**src/rtl/mrbc_pkg.sv**
```systemverilog
`timescale 1ns / 1ps
// ----------------------------------------------------------------------------
// mrbc_pkg
// Shared widths, constants, item types and helper functions of the read-back
// checker.
// ----------------------------------------------------------------------------
package mrbc_pkg;

  localparam int ADDR_W        = 23;
  localparam int WORD_W        = 32;
  localparam int DIE_COUNT     = 4;
  localparam int DIE_WORD_BITS = 21;
  localparam int DIE_IDX_W     = (DIE_COUNT > 1) ? $clog2(DIE_COUNT) : 1;

  // internal queue, depth must be a power of two
  localparam int FIFO_DEPTH = 4;
  localparam int FIFO_PTR_W = $clog2(FIFO_DEPTH);
  localparam int FIFO_CNT_W = $clog2(FIFO_DEPTH + 1);

  localparam logic [WORD_W-1:0] HASH_MUL_A  = 32'h9E37_79B1;
  localparam logic [WORD_W-1:0] HASH_ADD_A  = 32'h7F4A_7C15;
  localparam logic [WORD_W-1:0] HASH_MUL_B  = 32'h85EB_CA6B;
  localparam logic [WORD_W-1:0] CRC_XOR     = 32'h9E37_79B9;
  localparam logic [WORD_W-1:0] FAILED_WORD = 32'hDEAD_0000;

  // classified item passed from the front to the back
  typedef struct packed {
    logic [ADDR_W-1:0]    addr;
    logic [DIE_IDX_W-1:0] die;
    logic [WORD_W-1:0]    exp_word;
    logic [WORD_W-1:0]    actual;   // read data, or the failed-read marker
    logic [WORD_W-1:0]    fed;      // word fed to the CRCs
    logic                 bad;
    logic                 restart;
    logic                 clear_chain;
  } mrbc_item_t;

  typedef struct packed {
    logic [WORD_W-1:0] expected_word;
    logic              mismatch;
    logic [WORD_W-1:0] die_crc_value;
    logic [WORD_W-1:0] chain_crc_value;
    logic [WORD_W-1:0] check_total;
    logic [WORD_W-1:0] fail_total;
    logic [WORD_W-1:0] die_fail_total;
    logic              first_valid;
    logic [ADDR_W-1:0] first_address;
    logic [WORD_W-1:0] first_expected;
    logic [WORD_W-1:0] first_actual;
  } mrbc_result_t;

  // die select from the top address bits, saturating at the last die
  function automatic logic [DIE_IDX_W-1:0] die_of(input logic [ADDR_W-1:0] addr);
    logic [WORD_W-1:0] raw;
    raw = WORD_W'(addr) >> DIE_WORD_BITS;
    if (raw >= WORD_W'(DIE_COUNT)) begin
      return DIE_IDX_W'(DIE_COUNT - 1);
    end
    return DIE_IDX_W'(raw);
  endfunction

  function automatic logic [WORD_W-1:0] crc_next(input logic [WORD_W-1:0] c,
                                                 input logic [WORD_W-1:0] v);
    logic [WORD_W-1:0] t;
    t = c ^ v;
    return {t[WORD_W-6:0], t[WORD_W-1:WORD_W-5]} ^ CRC_XOR;
  endfunction

endpackage

```
**src/rtl/mrbc_front.sv**
```systemverilog
`timescale 1ns / 1ps
// ----------------------------------------------------------------------------
// mrbc_front
// Accepts read-back words, computes the expected hash word over two multiplier
// stages and classifies each word as pass or fail before queueing it.
// ----------------------------------------------------------------------------
module mrbc_front (
  input  logic                      clk_i,
  input  logic                      rst_ni,
  input  logic                      push,
  output logic                      full,
  input  logic [mrbc_pkg::ADDR_W-1:0] word_address_i,
  input  logic [mrbc_pkg::WORD_W-1:0] read_data_i,
  input  logic                      read_ok_i,
  input  logic                      restart_run_i,
  input  logic                      clear_chain_i,
  input  logic [mrbc_pkg::FIFO_CNT_W-1:0] fifo_count_i,
  output logic                      wr_valid_o,
  output mrbc_pkg::mrbc_item_t      wr_item_o
);
  import mrbc_pkg::*;

  typedef struct packed {
    logic [ADDR_W-1:0] addr;
    logic [WORD_W-1:0] data;
    logic              ok;
    logic              restart;
    logic              clear_chain;
  } front_meta_t;

  logic              v1_q, v1_d, v2_q, v2_d;
  front_meta_t       m1_q, m2_q;
  logic [WORD_W-1:0] x1_q, x1_d, x2_q, x2_d;
  logic [WORD_W-1:0] x1_mix, exp_word;
  logic [FIFO_CNT_W+1:0] pending;
  logic              take;

  // accept only when a queue slot is certain for everything in flight
  assign pending = (FIFO_CNT_W+2)'(fifo_count_i) + (FIFO_CNT_W+2)'(v1_q)
                 + (FIFO_CNT_W+2)'(v2_q);
  assign full = (pending >= (FIFO_CNT_W+2)'(FIFO_DEPTH));
  assign take = push && !full;

  assign x1_d   = WORD_W'(word_address_i) * HASH_MUL_A + HASH_ADD_A;
  assign x1_mix = x1_q ^ (x1_q >> 15);
  assign x2_d   = x1_mix * HASH_MUL_B;
  assign v1_d   = take;
  assign v2_d   = v1_q;

  always_ff @(posedge clk_i or negedge rst_ni) begin
    if (!rst_ni) begin
      v1_q <= 1'b0;
      v2_q <= 1'b0;
    end else begin
      v1_q <= v1_d;
      v2_q <= v2_d;
    end
  end

  always_ff @(posedge clk_i) begin
    x1_q <= x1_d;
    x2_q <= x2_d;
    m1_q <= '{addr: word_address_i, data: read_data_i, ok: read_ok_i,
              restart: restart_run_i, clear_chain: clear_chain_i};
    m2_q <= m1_q;
  end

  assign exp_word = x2_q ^ (x2_q >> 13);

  always_comb begin
    wr_item_o.addr        = m2_q.addr;
    wr_item_o.die         = die_of(m2_q.addr);
    wr_item_o.exp_word    = exp_word;
    wr_item_o.actual      = m2_q.ok ? m2_q.data : FAILED_WORD;
    wr_item_o.fed         = m2_q.ok ? m2_q.data : '0;
    wr_item_o.bad         = !m2_q.ok || (m2_q.data != exp_word);
    wr_item_o.restart     = m2_q.restart;
    wr_item_o.clear_chain = m2_q.clear_chain;
  end

  assign wr_valid_o = v2_q;

endmodule

```
**src/rtl/mrbc_fifo.sv**
```systemverilog
`timescale 1ns / 1ps
// ----------------------------------------------------------------------------
// mrbc_fifo
// Short queue of classified items between the front and the back.
// ----------------------------------------------------------------------------
module mrbc_fifo (
  input  logic                       clk_i,
  input  logic                       rst_ni,
  input  logic                       wr_valid_i,
  input  mrbc_pkg::mrbc_item_t       wr_item_i,
  output logic                       rd_valid_o,
  input  logic                       rd_ready_i,
  output mrbc_pkg::mrbc_item_t       rd_item_o,
  output logic [mrbc_pkg::FIFO_CNT_W-1:0] count_o
);
  import mrbc_pkg::*;

  mrbc_item_t            mem_q [FIFO_DEPTH];
  logic [FIFO_PTR_W-1:0] wr_ptr_q, wr_ptr_d, rd_ptr_q, rd_ptr_d;
  logic [FIFO_CNT_W-1:0] cnt_q, cnt_d;
  logic                  do_rd;

  // the front never writes into a full queue
  assign do_rd      = rd_ready_i && (cnt_q != '0);
  assign rd_valid_o = (cnt_q != '0);
  assign rd_item_o  = mem_q[rd_ptr_q];
  assign count_o    = cnt_q;

  assign wr_ptr_d = wr_valid_i ? wr_ptr_q + FIFO_PTR_W'(1) : wr_ptr_q;
  assign rd_ptr_d = do_rd ? rd_ptr_q + FIFO_PTR_W'(1) : rd_ptr_q;
  assign cnt_d    = cnt_q + FIFO_CNT_W'(wr_valid_i) - FIFO_CNT_W'(do_rd);

  always_ff @(posedge clk_i or negedge rst_ni) begin
    if (!rst_ni) begin
      wr_ptr_q <= '0;
      rd_ptr_q <= '0;
      cnt_q    <= '0;
    end else begin
      wr_ptr_q <= wr_ptr_d;
      rd_ptr_q <= rd_ptr_d;
      cnt_q    <= cnt_d;
    end
  end

  always_ff @(posedge clk_i) begin
    if (wr_valid_i) begin
      mem_q[wr_ptr_q] <= wr_item_i;
    end
  end

endmodule

```
**src/rtl/mrbc_back.sv**
```systemverilog
`timescale 1ns / 1ps
// ----------------------------------------------------------------------------
// mrbc_back
// Applies classified items to the run counters, the die and chain CRCs and the
// first-failure capture, and holds the result for the consumer.
// ----------------------------------------------------------------------------
module mrbc_back (
  input  logic                   clk_i,
  input  logic                   rst_ni,
  input  logic                   rd_valid_i,
  output logic                   rd_ready_o,
  input  mrbc_pkg::mrbc_item_t   rd_item_i,
  output logic                   empty,
  input  logic                   pop,
  output mrbc_pkg::mrbc_result_t result_o
);
  import mrbc_pkg::*;

  logic [WORD_W-1:0] die_crc_q [DIE_COUNT];
  logic [WORD_W-1:0] die_crc_d [DIE_COUNT];
  logic [WORD_W-1:0] die_fail_q [DIE_COUNT];
  logic [WORD_W-1:0] die_fail_d [DIE_COUNT];
  logic [WORD_W-1:0] chain_q, chain_d, check_q, check_d, fail_q, fail_d;
  logic              first_v_q, first_v_d;
  logic [ADDR_W-1:0] first_addr_q, first_addr_d;
  logic [WORD_W-1:0] first_exp_q, first_exp_d, first_act_q, first_act_d;
  logic              out_v_q, out_v_d;
  mrbc_result_t      res_q, res_d;
  logic              take;
  logic [WORD_W-1:0] die_crc_new, die_fail_new, die_crc_base, die_fail_base;
  mrbc_item_t        it;

  assign it         = rd_item_i;
  assign rd_ready_o = !out_v_q || pop;
  assign take       = rd_valid_i && rd_ready_o;
  assign empty      = !out_v_q;
  assign result_o   = res_q;

  always_comb begin
    // restart wipes the run state before the item lands
    die_crc_base  = it.restart ? '0 : die_crc_q[it.die];
    die_fail_base = it.restart ? '0 : die_fail_q[it.die];
    die_crc_new   = crc_next(die_crc_base, it.fed);
    die_fail_new  = die_fail_base + WORD_W'(it.bad);

    chain_d = crc_next(it.clear_chain ? '0 : chain_q, it.fed);
    check_d = (it.restart ? '0 : check_q) + WORD_W'(1);
    fail_d  = (it.restart ? '0 : fail_q) + WORD_W'(it.bad);

    first_v_d    = it.restart ? 1'b0 : first_v_q;
    first_addr_d = it.restart ? '0 : first_addr_q;
    first_exp_d  = it.restart ? '0 : first_exp_q;
    first_act_d  = it.restart ? '0 : first_act_q;
    if (it.bad && !first_v_d) begin
      first_v_d    = 1'b1;
      first_addr_d = it.addr;
      first_exp_d  = it.exp_word;
      first_act_d  = it.actual;
    end

    for (int i = 0; i < DIE_COUNT; i++) begin
      if (it.die == DIE_IDX_W'(i)) begin
        die_crc_d[i]  = die_crc_new;
        die_fail_d[i] = die_fail_new;
      end else begin
        die_crc_d[i]  = it.restart ? '0 : die_crc_q[i];
        die_fail_d[i] = it.restart ? '0 : die_fail_q[i];
      end
    end

    res_d.expected_word   = it.exp_word;
    res_d.mismatch        = it.bad;
    res_d.die_crc_value   = die_crc_new;
    res_d.chain_crc_value = chain_d;
    res_d.check_total     = check_d;
    res_d.fail_total      = fail_d;
    res_d.die_fail_total  = die_fail_new;
    res_d.first_valid     = first_v_d;
    res_d.first_address   = first_addr_d;
    res_d.first_expected  = first_exp_d;
    res_d.first_actual    = first_act_d;

    out_v_d = take || (out_v_q && !pop);
  end

  always_ff @(posedge clk_i or negedge rst_ni) begin
    if (!rst_ni) begin
      for (int i = 0; i < DIE_COUNT; i++) begin
        die_crc_q[i]  <= '0;
        die_fail_q[i] <= '0;
      end
      chain_q      <= '0;
      check_q      <= '0;
      fail_q       <= '0;
      first_v_q    <= 1'b0;
      first_addr_q <= '0;
      first_exp_q  <= '0;
      first_act_q  <= '0;
      out_v_q      <= 1'b0;
    end else begin
      out_v_q <= out_v_d;
      if (take) begin
        for (int i = 0; i < DIE_COUNT; i++) begin
          die_crc_q[i]  <= die_crc_d[i];
          die_fail_q[i] <= die_fail_d[i];
        end
        chain_q      <= chain_d;
        check_q      <= check_d;
        fail_q       <= fail_d;
        first_v_q    <= first_v_d;
        first_addr_q <= first_addr_d;
        first_exp_q  <= first_exp_d;
        first_act_q  <= first_act_d;
      end
    end
  end

  always_ff @(posedge clk_i) begin
    if (take) begin
      res_q <= res_d;
    end
  end

endmodule

```
**src/rtl/memory_test_readback_checker_top.sv**
```systemverilog
`timescale 1ns / 1ps
// ----------------------------------------------------------------------------
// memory_test_readback_checker_top
// Read-back checker for a memory filled with an address hash pattern.
// ----------------------------------------------------------------------------
// One word is taken per cycle, sustained while results are popped, and one
// result per word is queued in order. A result passes from its transfer
// through the first multiplier stage of the hash, the second stage, the
// internal queue and the back-end result register. The rate is set by the
// back end, which updates counters, die and chain CRCs and the first-failure
// capture once per cycle while its result register is free or popped; full
// rises only when the four-entry internal queue plus the hash stages could
// overflow, i.e. while results are not being popped.
// ----------------------------------------------------------------------------
module memory_test_readback_checker_top (
  input  logic                        clk_i,
  input  logic                        rst_ni,
  input  logic                        push,
  output logic                        full,
  input  logic [mrbc_pkg::ADDR_W-1:0] word_address_i,
  input  logic [mrbc_pkg::WORD_W-1:0] read_data_i,
  input  logic                        read_ok_i,
  input  logic                        restart_run_i,
  input  logic                        clear_chain_i,
  output logic                        empty,
  input  logic                        pop,
  output logic [mrbc_pkg::WORD_W-1:0] expected_word_o,
  output logic                        mismatch_o,
  output logic [mrbc_pkg::WORD_W-1:0] die_crc_value_o,
  output logic [mrbc_pkg::WORD_W-1:0] chain_crc_value_o,
  output logic [mrbc_pkg::WORD_W-1:0] check_total_o,
  output logic [mrbc_pkg::WORD_W-1:0] fail_total_o,
  output logic [mrbc_pkg::WORD_W-1:0] die_fail_total_o,
  output logic                        first_valid_o,
  output logic [mrbc_pkg::ADDR_W-1:0] first_address_o,
  output logic [mrbc_pkg::WORD_W-1:0] first_expected_o,
  output logic [mrbc_pkg::WORD_W-1:0] first_actual_o
);
  import mrbc_pkg::*;

  logic                  wr_valid, rd_valid, rd_ready;
  mrbc_item_t            wr_item, rd_item;
  logic [FIFO_CNT_W-1:0] fifo_count;
  mrbc_result_t          res;

  mrbc_front u_front (
    .clk_i          (clk_i),
    .rst_ni         (rst_ni),
    .push           (push),
    .full           (full),
    .word_address_i (word_address_i),
    .read_data_i    (read_data_i),
    .read_ok_i      (read_ok_i),
    .restart_run_i  (restart_run_i),
    .clear_chain_i  (clear_chain_i),
    .fifo_count_i   (fifo_count),
    .wr_valid_o     (wr_valid),
    .wr_item_o      (wr_item)
  );

  mrbc_fifo u_fifo (
    .clk_i      (clk_i),
    .rst_ni     (rst_ni),
    .wr_valid_i (wr_valid),
    .wr_item_i  (wr_item),
    .rd_valid_o (rd_valid),
    .rd_ready_i (rd_ready),
    .rd_item_o  (rd_item),
    .count_o    (fifo_count)
  );

  mrbc_back u_back (
    .clk_i      (clk_i),
    .rst_ni     (rst_ni),
    .rd_valid_i (rd_valid),
    .rd_ready_o (rd_ready),
    .rd_item_i  (rd_item),
    .empty      (empty),
    .pop        (pop),
    .result_o   (res)
  );

  assign expected_word_o   = res.expected_word;
  assign mismatch_o        = res.mismatch;
  assign die_crc_value_o   = res.die_crc_value;
  assign chain_crc_value_o = res.chain_crc_value;
  assign check_total_o     = res.check_total;
  assign fail_total_o      = res.fail_total;
  assign die_fail_total_o  = res.die_fail_total;
  assign first_valid_o     = res.first_valid;
  assign first_address_o   = res.first_address;
  assign first_expected_o  = res.first_expected;
  assign first_actual_o    = res.first_actual;

endmodule
```
**config.mk**
```make
export PLATFORM = sky130hd
export DESIGN_NAME = memory_test_readback_checker_top
export DESIGN_NICKNAME = d
export VERILOG_FILES = /design/src/rtl/mrbc_pkg.sv /design/src/rtl/mrbc_front.sv /design/src/rtl/mrbc_fifo.sv /design/src/rtl/mrbc_back.sv /design/src/rtl/memory_test_readback_checker_top.sv
export SDC_FILE = /design/constraint.sdc
export NUM_CORES = 2
export LEC_CHECK = 0
export ABC_AREA = 1
export BUFFER_PORTS_ARGS = -buffer_cell sky130_fd_sc_hd__buf_4
export CORE_UTILIZATION = 36
export CTS_CLUSTER_DIAMETER = 30
export CTS_CLUSTER_SIZE = 16
export DETAILED_ROUTE_END_ITERATION = 6
export GPL_TIMING_DRIVEN = 0
export REMOVE_ABC_BUFFERS = 1
export SYNTH_ARGS = -nofsm -noshare
export SYNTH_HDL_FRONTEND = slang
export SYNTH_SLANG_ARGS = --single-unit
```
**constraint.sdc**
```tcl
create_clock -name clk_i -period 13.6 [get_ports clk_i]
set_input_delay 1.36 -clock clk_i [delete_from_list [all_inputs] [get_ports clk_i]]
set_output_delay 1.36 -clock clk_i [all_outputs]
set_load 0.03 [all_outputs]
```
==> impl_summary.log <==
[metrics] number of global-route vias before repair: 48900
[metrics] Avg Synthesized Cell Area: 10.4 um2
[metrics] H-tree level count: 5
[metrics] Async SR Flop Fraction: between 30% and 40%
[metrics] outcome: complete, no violations
[metrics] clock tree from TritonCTS: built
[metrics] number of endpoints failing setup at the final stage: 0
[metrics] number of buffers created by CTS: between 300 and 400
[metrics] Area Growth Syn to Fin: 23.9%
[metrics] gpl congestion: 0.905
[metrics] maximum fanout encountered on the critical timing path: 8
[metrics] Required @ worst endpoint: 14.36 ns
[metrics] quantity of gates resized following cts: 0
[metrics] Die Outline Area: a little under 200000 um2
[metrics] clock insertion delay at the later pin of the skew report: 0.92 ns
[metrics] Die H: about 440 um
[metrics] clk_skew: 0.0788 ns
[metrics] Final ANT Viol Nets: 0
[metrics] final HPWL from detailed placement: about 140000 um
[metrics] Sink Count: 1315
[metrics] kind of critical path: reg2reg
[metrics] Worst Setup Slack post-DPL: 5.92 ns
[metrics] number of buffer cells added on primary ports: 344
[metrics] starting DRC count in detailed routing: 3387
[metrics] Min-Delay Path Class: reg2reg
[metrics] first-pass iteration count of the detailed router: 6
[metrics] Max stage delay cell, worst path: sky130_fd_sc_hd__xor2_1
[metrics] library cell appearing most often on the critical path: sky130_fd_sc_hd__inv_1
[metrics] post-synthesis cell type count: 59
[metrics] total standard cell area after synthesis: ~70000 um2
[metrics] Max stage delay on crit path: between 0.8 and 0.9 ns
[metrics] Max Clk Rate: between 100 and 150 MHz
[metrics] worst max-slew margin expressed relative to the limit: around 6.3%
[metrics] crit share post-route: 56.6%
[metrics] transition time of the tightest slew-check pin: approximately 1.4 ns
[metrics] via count: around 48000
[metrics] most common library cell in the layout ignoring fill and taps: sky130_fd_sc_hd__nand2_1
[metrics] fin crit period: 7.69 ns
[metrics] endpoint kind of the worst setup timing path: flip-flop
[metrics] share of synthesized area occupied by flip-flops and latches: between 50% and 60%
[metrics] maximum number of pins on one net before global-route repair: 116
[metrics] CP Launch Type: flip-flop
[metrics] Root Buffer Master: sky130_fd_sc_hd__clkbuf_16
[metrics] final hold slack: 0.274 ns
[metrics] total core area: 190000 um2
[metrics] cell count after synthesis: 6656
[metrics] hold bufs inserted after CTS: 0
[metrics] top-level I/O count: 345
[metrics] total routing usage reported by global routing: ~20%
[metrics] number of antenna violations at the first check in global routing: 9
[metrics] overall die width: 440 um
[metrics] starting density of the core: 36.3%
[metrics] share of layout cells above drive strength 1: 13.5%
[metrics] Final #Nets: between 7000 and 8000
[metrics] setup repair after global routing missed its margin: false
[metrics] number of placement rows: 160
[metrics] Post-CTS Setup Inserts: 0
[metrics] number of synthesis warnings: 0
[metrics] top library cells by usage in the layout, fill and taps aside: sky130_fd_sc_hd__nand2_1, sky130_fd_sc_hd__inv_1, sky130_fd_sc_hd__edfxtp_1
[metrics] drt total wl: 194000 um
[metrics] number of max-slew violations in the final report: 0
[metrics] DRC violation count after routing: 0
[metrics] residual overflow from global routing: 0
[metrics] number of register bits inferred by synthesis: 1315
[metrics] routed via count divided by cell count: between 4 and 5
[metrics] final total negative setup slack: 0 ns
[metrics] DR WL/cell: around 20 um
[metrics] Max Cap Violations: 0
[metrics] first-pass GRT wire length: 294000 um
[metrics] CTS clock-pin slew for the worst setup and hold paths: roughly 0.050 ns
[metrics] arrival time reported for the critical path endpoint: between 8 and 9 ns
[metrics] Synth Flop Type: sky130_fd_sc_hd__edfxtp_1
[metrics] maximum buffer depth of the clock tree: 4
[metrics] final setup slack of the worst path: 5.91 ns
[metrics] endpoints failing hold: 0
[metrics] number of synthesized flops with an enable pin: 685
[synth_stat cells, types with 4 or more instances]
cell / instances / area, um2
sky130_fd_sc_hd__nand2_1: 1739 / 6530
sky130_fd_sc_hd__nand4_1: 23 / 144
sky130_fd_sc_hd__o22ai_1: 45 / 282
sky130_fd_sc_hd__nor3_1: 34 / 170
sky130_fd_sc_hd__or2_2: 6 / 37.5
sky130_fd_sc_hd__fa_1: 406 / 8130
sky130_fd_sc_hd__a31oi_1: 23 / 144
sky130_fd_sc_hd__a21oi_1: 135 / 676
sky130_fd_sc_hd__inv_1: 882 / 3310
sky130_fd_sc_hd__dfxtp_1: 180 / 3600
sky130_fd_sc_hd__buf_4: 9 / 67.6
sky130_fd_sc_hd__ha_1: 345 / 4320
sky130_fd_sc_hd__o21ai_1: 14 / 70.1
sky130_fd_sc_hd__a22oi_1: 68 / 510
sky130_fd_sc_hd__edfxtp_1: 685 / 20600
sky130_fd_sc_hd__nor3_2: 9 / 90.1
sky130_fd_sc_hd__xnor2_1: 130 / 1140
sky130_fd_sc_hd__xor2_1: 159 / 1390
sky130_fd_sc_hd__clkbuf_1: 140 / 526
sky130_fd_sc_hd__a31o_2: 18 / 158
sky130_fd_sc_hd__o21ai_0: 401 / 2010
sky130_fd_sc_hd__a21o_1: 4 / 30.0
sky130_fd_sc_hd__nand2_2: 8 / 50.1
sky130_fd_sc_hd__buf_6: 8 / 90.1
sky130_fd_sc_hd__buf_1: 29 / 109
sky130_fd_sc_hd__nand3_1: 180 / 901
sky130_fd_sc_hd__nor4_1: 8 / 50.1
sky130_fd_sc_hd__a32o_1: 26 / 260
sky130_fd_sc_hd__nor2_2: 20 / 125
sky130_fd_sc_hd__o31ai_1: 34 / 255
sky130_fd_sc_hd__nor2_1: 310 / 1160
sky130_fd_sc_hd__dfrtp_1: 450 / 11300
sky130_fd_sc_hd__a221oi_1: 20 / 175
sky130_fd_sc_hd__buf_2: 57 / 285
sky130_fd_sc_hd__and2_1: 4 / 25.0
sky130_fd_sc_hd__inv_2: 6 / 22.5
[registers in the layout, indices dropped and copies added, names as in the netlist, 2 cells and up]
| signal | cells |
|---|---|
| u_fifo.wr_ptr_q | 2 |
| u_front.wr_item_o | 25 |
| u_back.die_crc_q | 128 |
| u_back.first_addr_q | 23 |
| u_fifo.rd_ptr_q | 2 |
| u_front.x2_q | 32 |
| u_back.first_exp_q | 32 |
| u_fifo.count_o | 3 |
| u_back.result_o | 281 |
| u_front.m2_q | 33 |
| u_back.check_q | 32 |
| u_front.m1_q | 58 |
| u_front.x1_q | 32 |
| u_back.fail_q | 32 |
| u_back.chain_q | 32 |
| u_fifo.mem_q | 404 |
| u_back.first_act_q | 32 |
| u_back.die_fail_q | 128 |
[final cells by class]
type / instances / area, um2
Timing Repair Buffer: 404 / 4010
Inverter: 888 / 3380
Clock inverter: 160 / 1930
Sequential cell: 1315 / 35400
Fill cell: 17500 / 105000
Multi-Input combinational cell: 4210 / 29300
Tap cell: 2511 / 3140
Antenna cell: 7 / 17.5
Clock buffer: 376 / 8370
[final timing paths]
kind	startpoint	slack (ns)	cells past startpoint	to
min	u_front.m1_q[24]	0.27	0	u_front.m2_q[24]
max in group asynchronous	rst_ni	11.62	3	u_back.first_exp_q[27]
min in group asynchronous	rst_ni	0.45	1	u_back.first_act_q[6]
min reg2reg	u_front.m1_q[24]	0.27	0	u_front.m2_q[24]
max reg2reg	u_front.x1_q[17]	5.91	28	u_front.x2_q[28]
max	u_front.x1_q[17]	5.91	28	u_front.x2_q[28]
[per-stage QoR]
step	utilization, %	cell area (um2)	std cells
after floorplan	-	68000	6413
after global placement	38.7	73700	9268
after detailed placement	39.5	75300	9328
after CTS	45.0	85600	9864
after global routing	45.0	85600	9871
final	45.0	85600	9871
[layer usage]
| layer | global-route usage (%) | wire (um) | up-vias |
|---|---|---|---|
| li1 | - | - | 22600 |
| met1 | 25.4 | 81000 | 23900 |
| met3 | 3.36 | 10300 | 313 |
| met2 | 34.1 | 96500 | 1430 |
| met5 | 0 | 13 | - |
| met4 | 7.51 | 6240 | 2 |
[worst max-delay path: cells and delay by family (launching register included)]
family / cells / cell delay (ns)
adders and majority gates: 9 / 3.44
and+or+nand+nor: 10 / 1.87
xor gates and xnor gates: 2 / 0.95
DFF: 1 / 0.65
buffers and inverters: 6 / 0.53
AOI/OAI and AO/OA: 1 / 0.10
[logic make-up (layout without fill, tap and decap cells)]
kind of cell	count (synthesis)	count (layout)	share of synthesized area [%]
other	0	7	0
adders and majority gates	751	751	18.0
AOI/OAI and AO/OA	811	811	6.89
buffers and inverters	1131	1828	6.39
DFF	1315	1315	51.3
and+or+nand+nor	2358	2358	13.7
xor gates and xnor gates	290	290	3.69
Power is not shown: default switching activity piles up to over one toggle a cycle in this logic, so the estimate is an artifact.
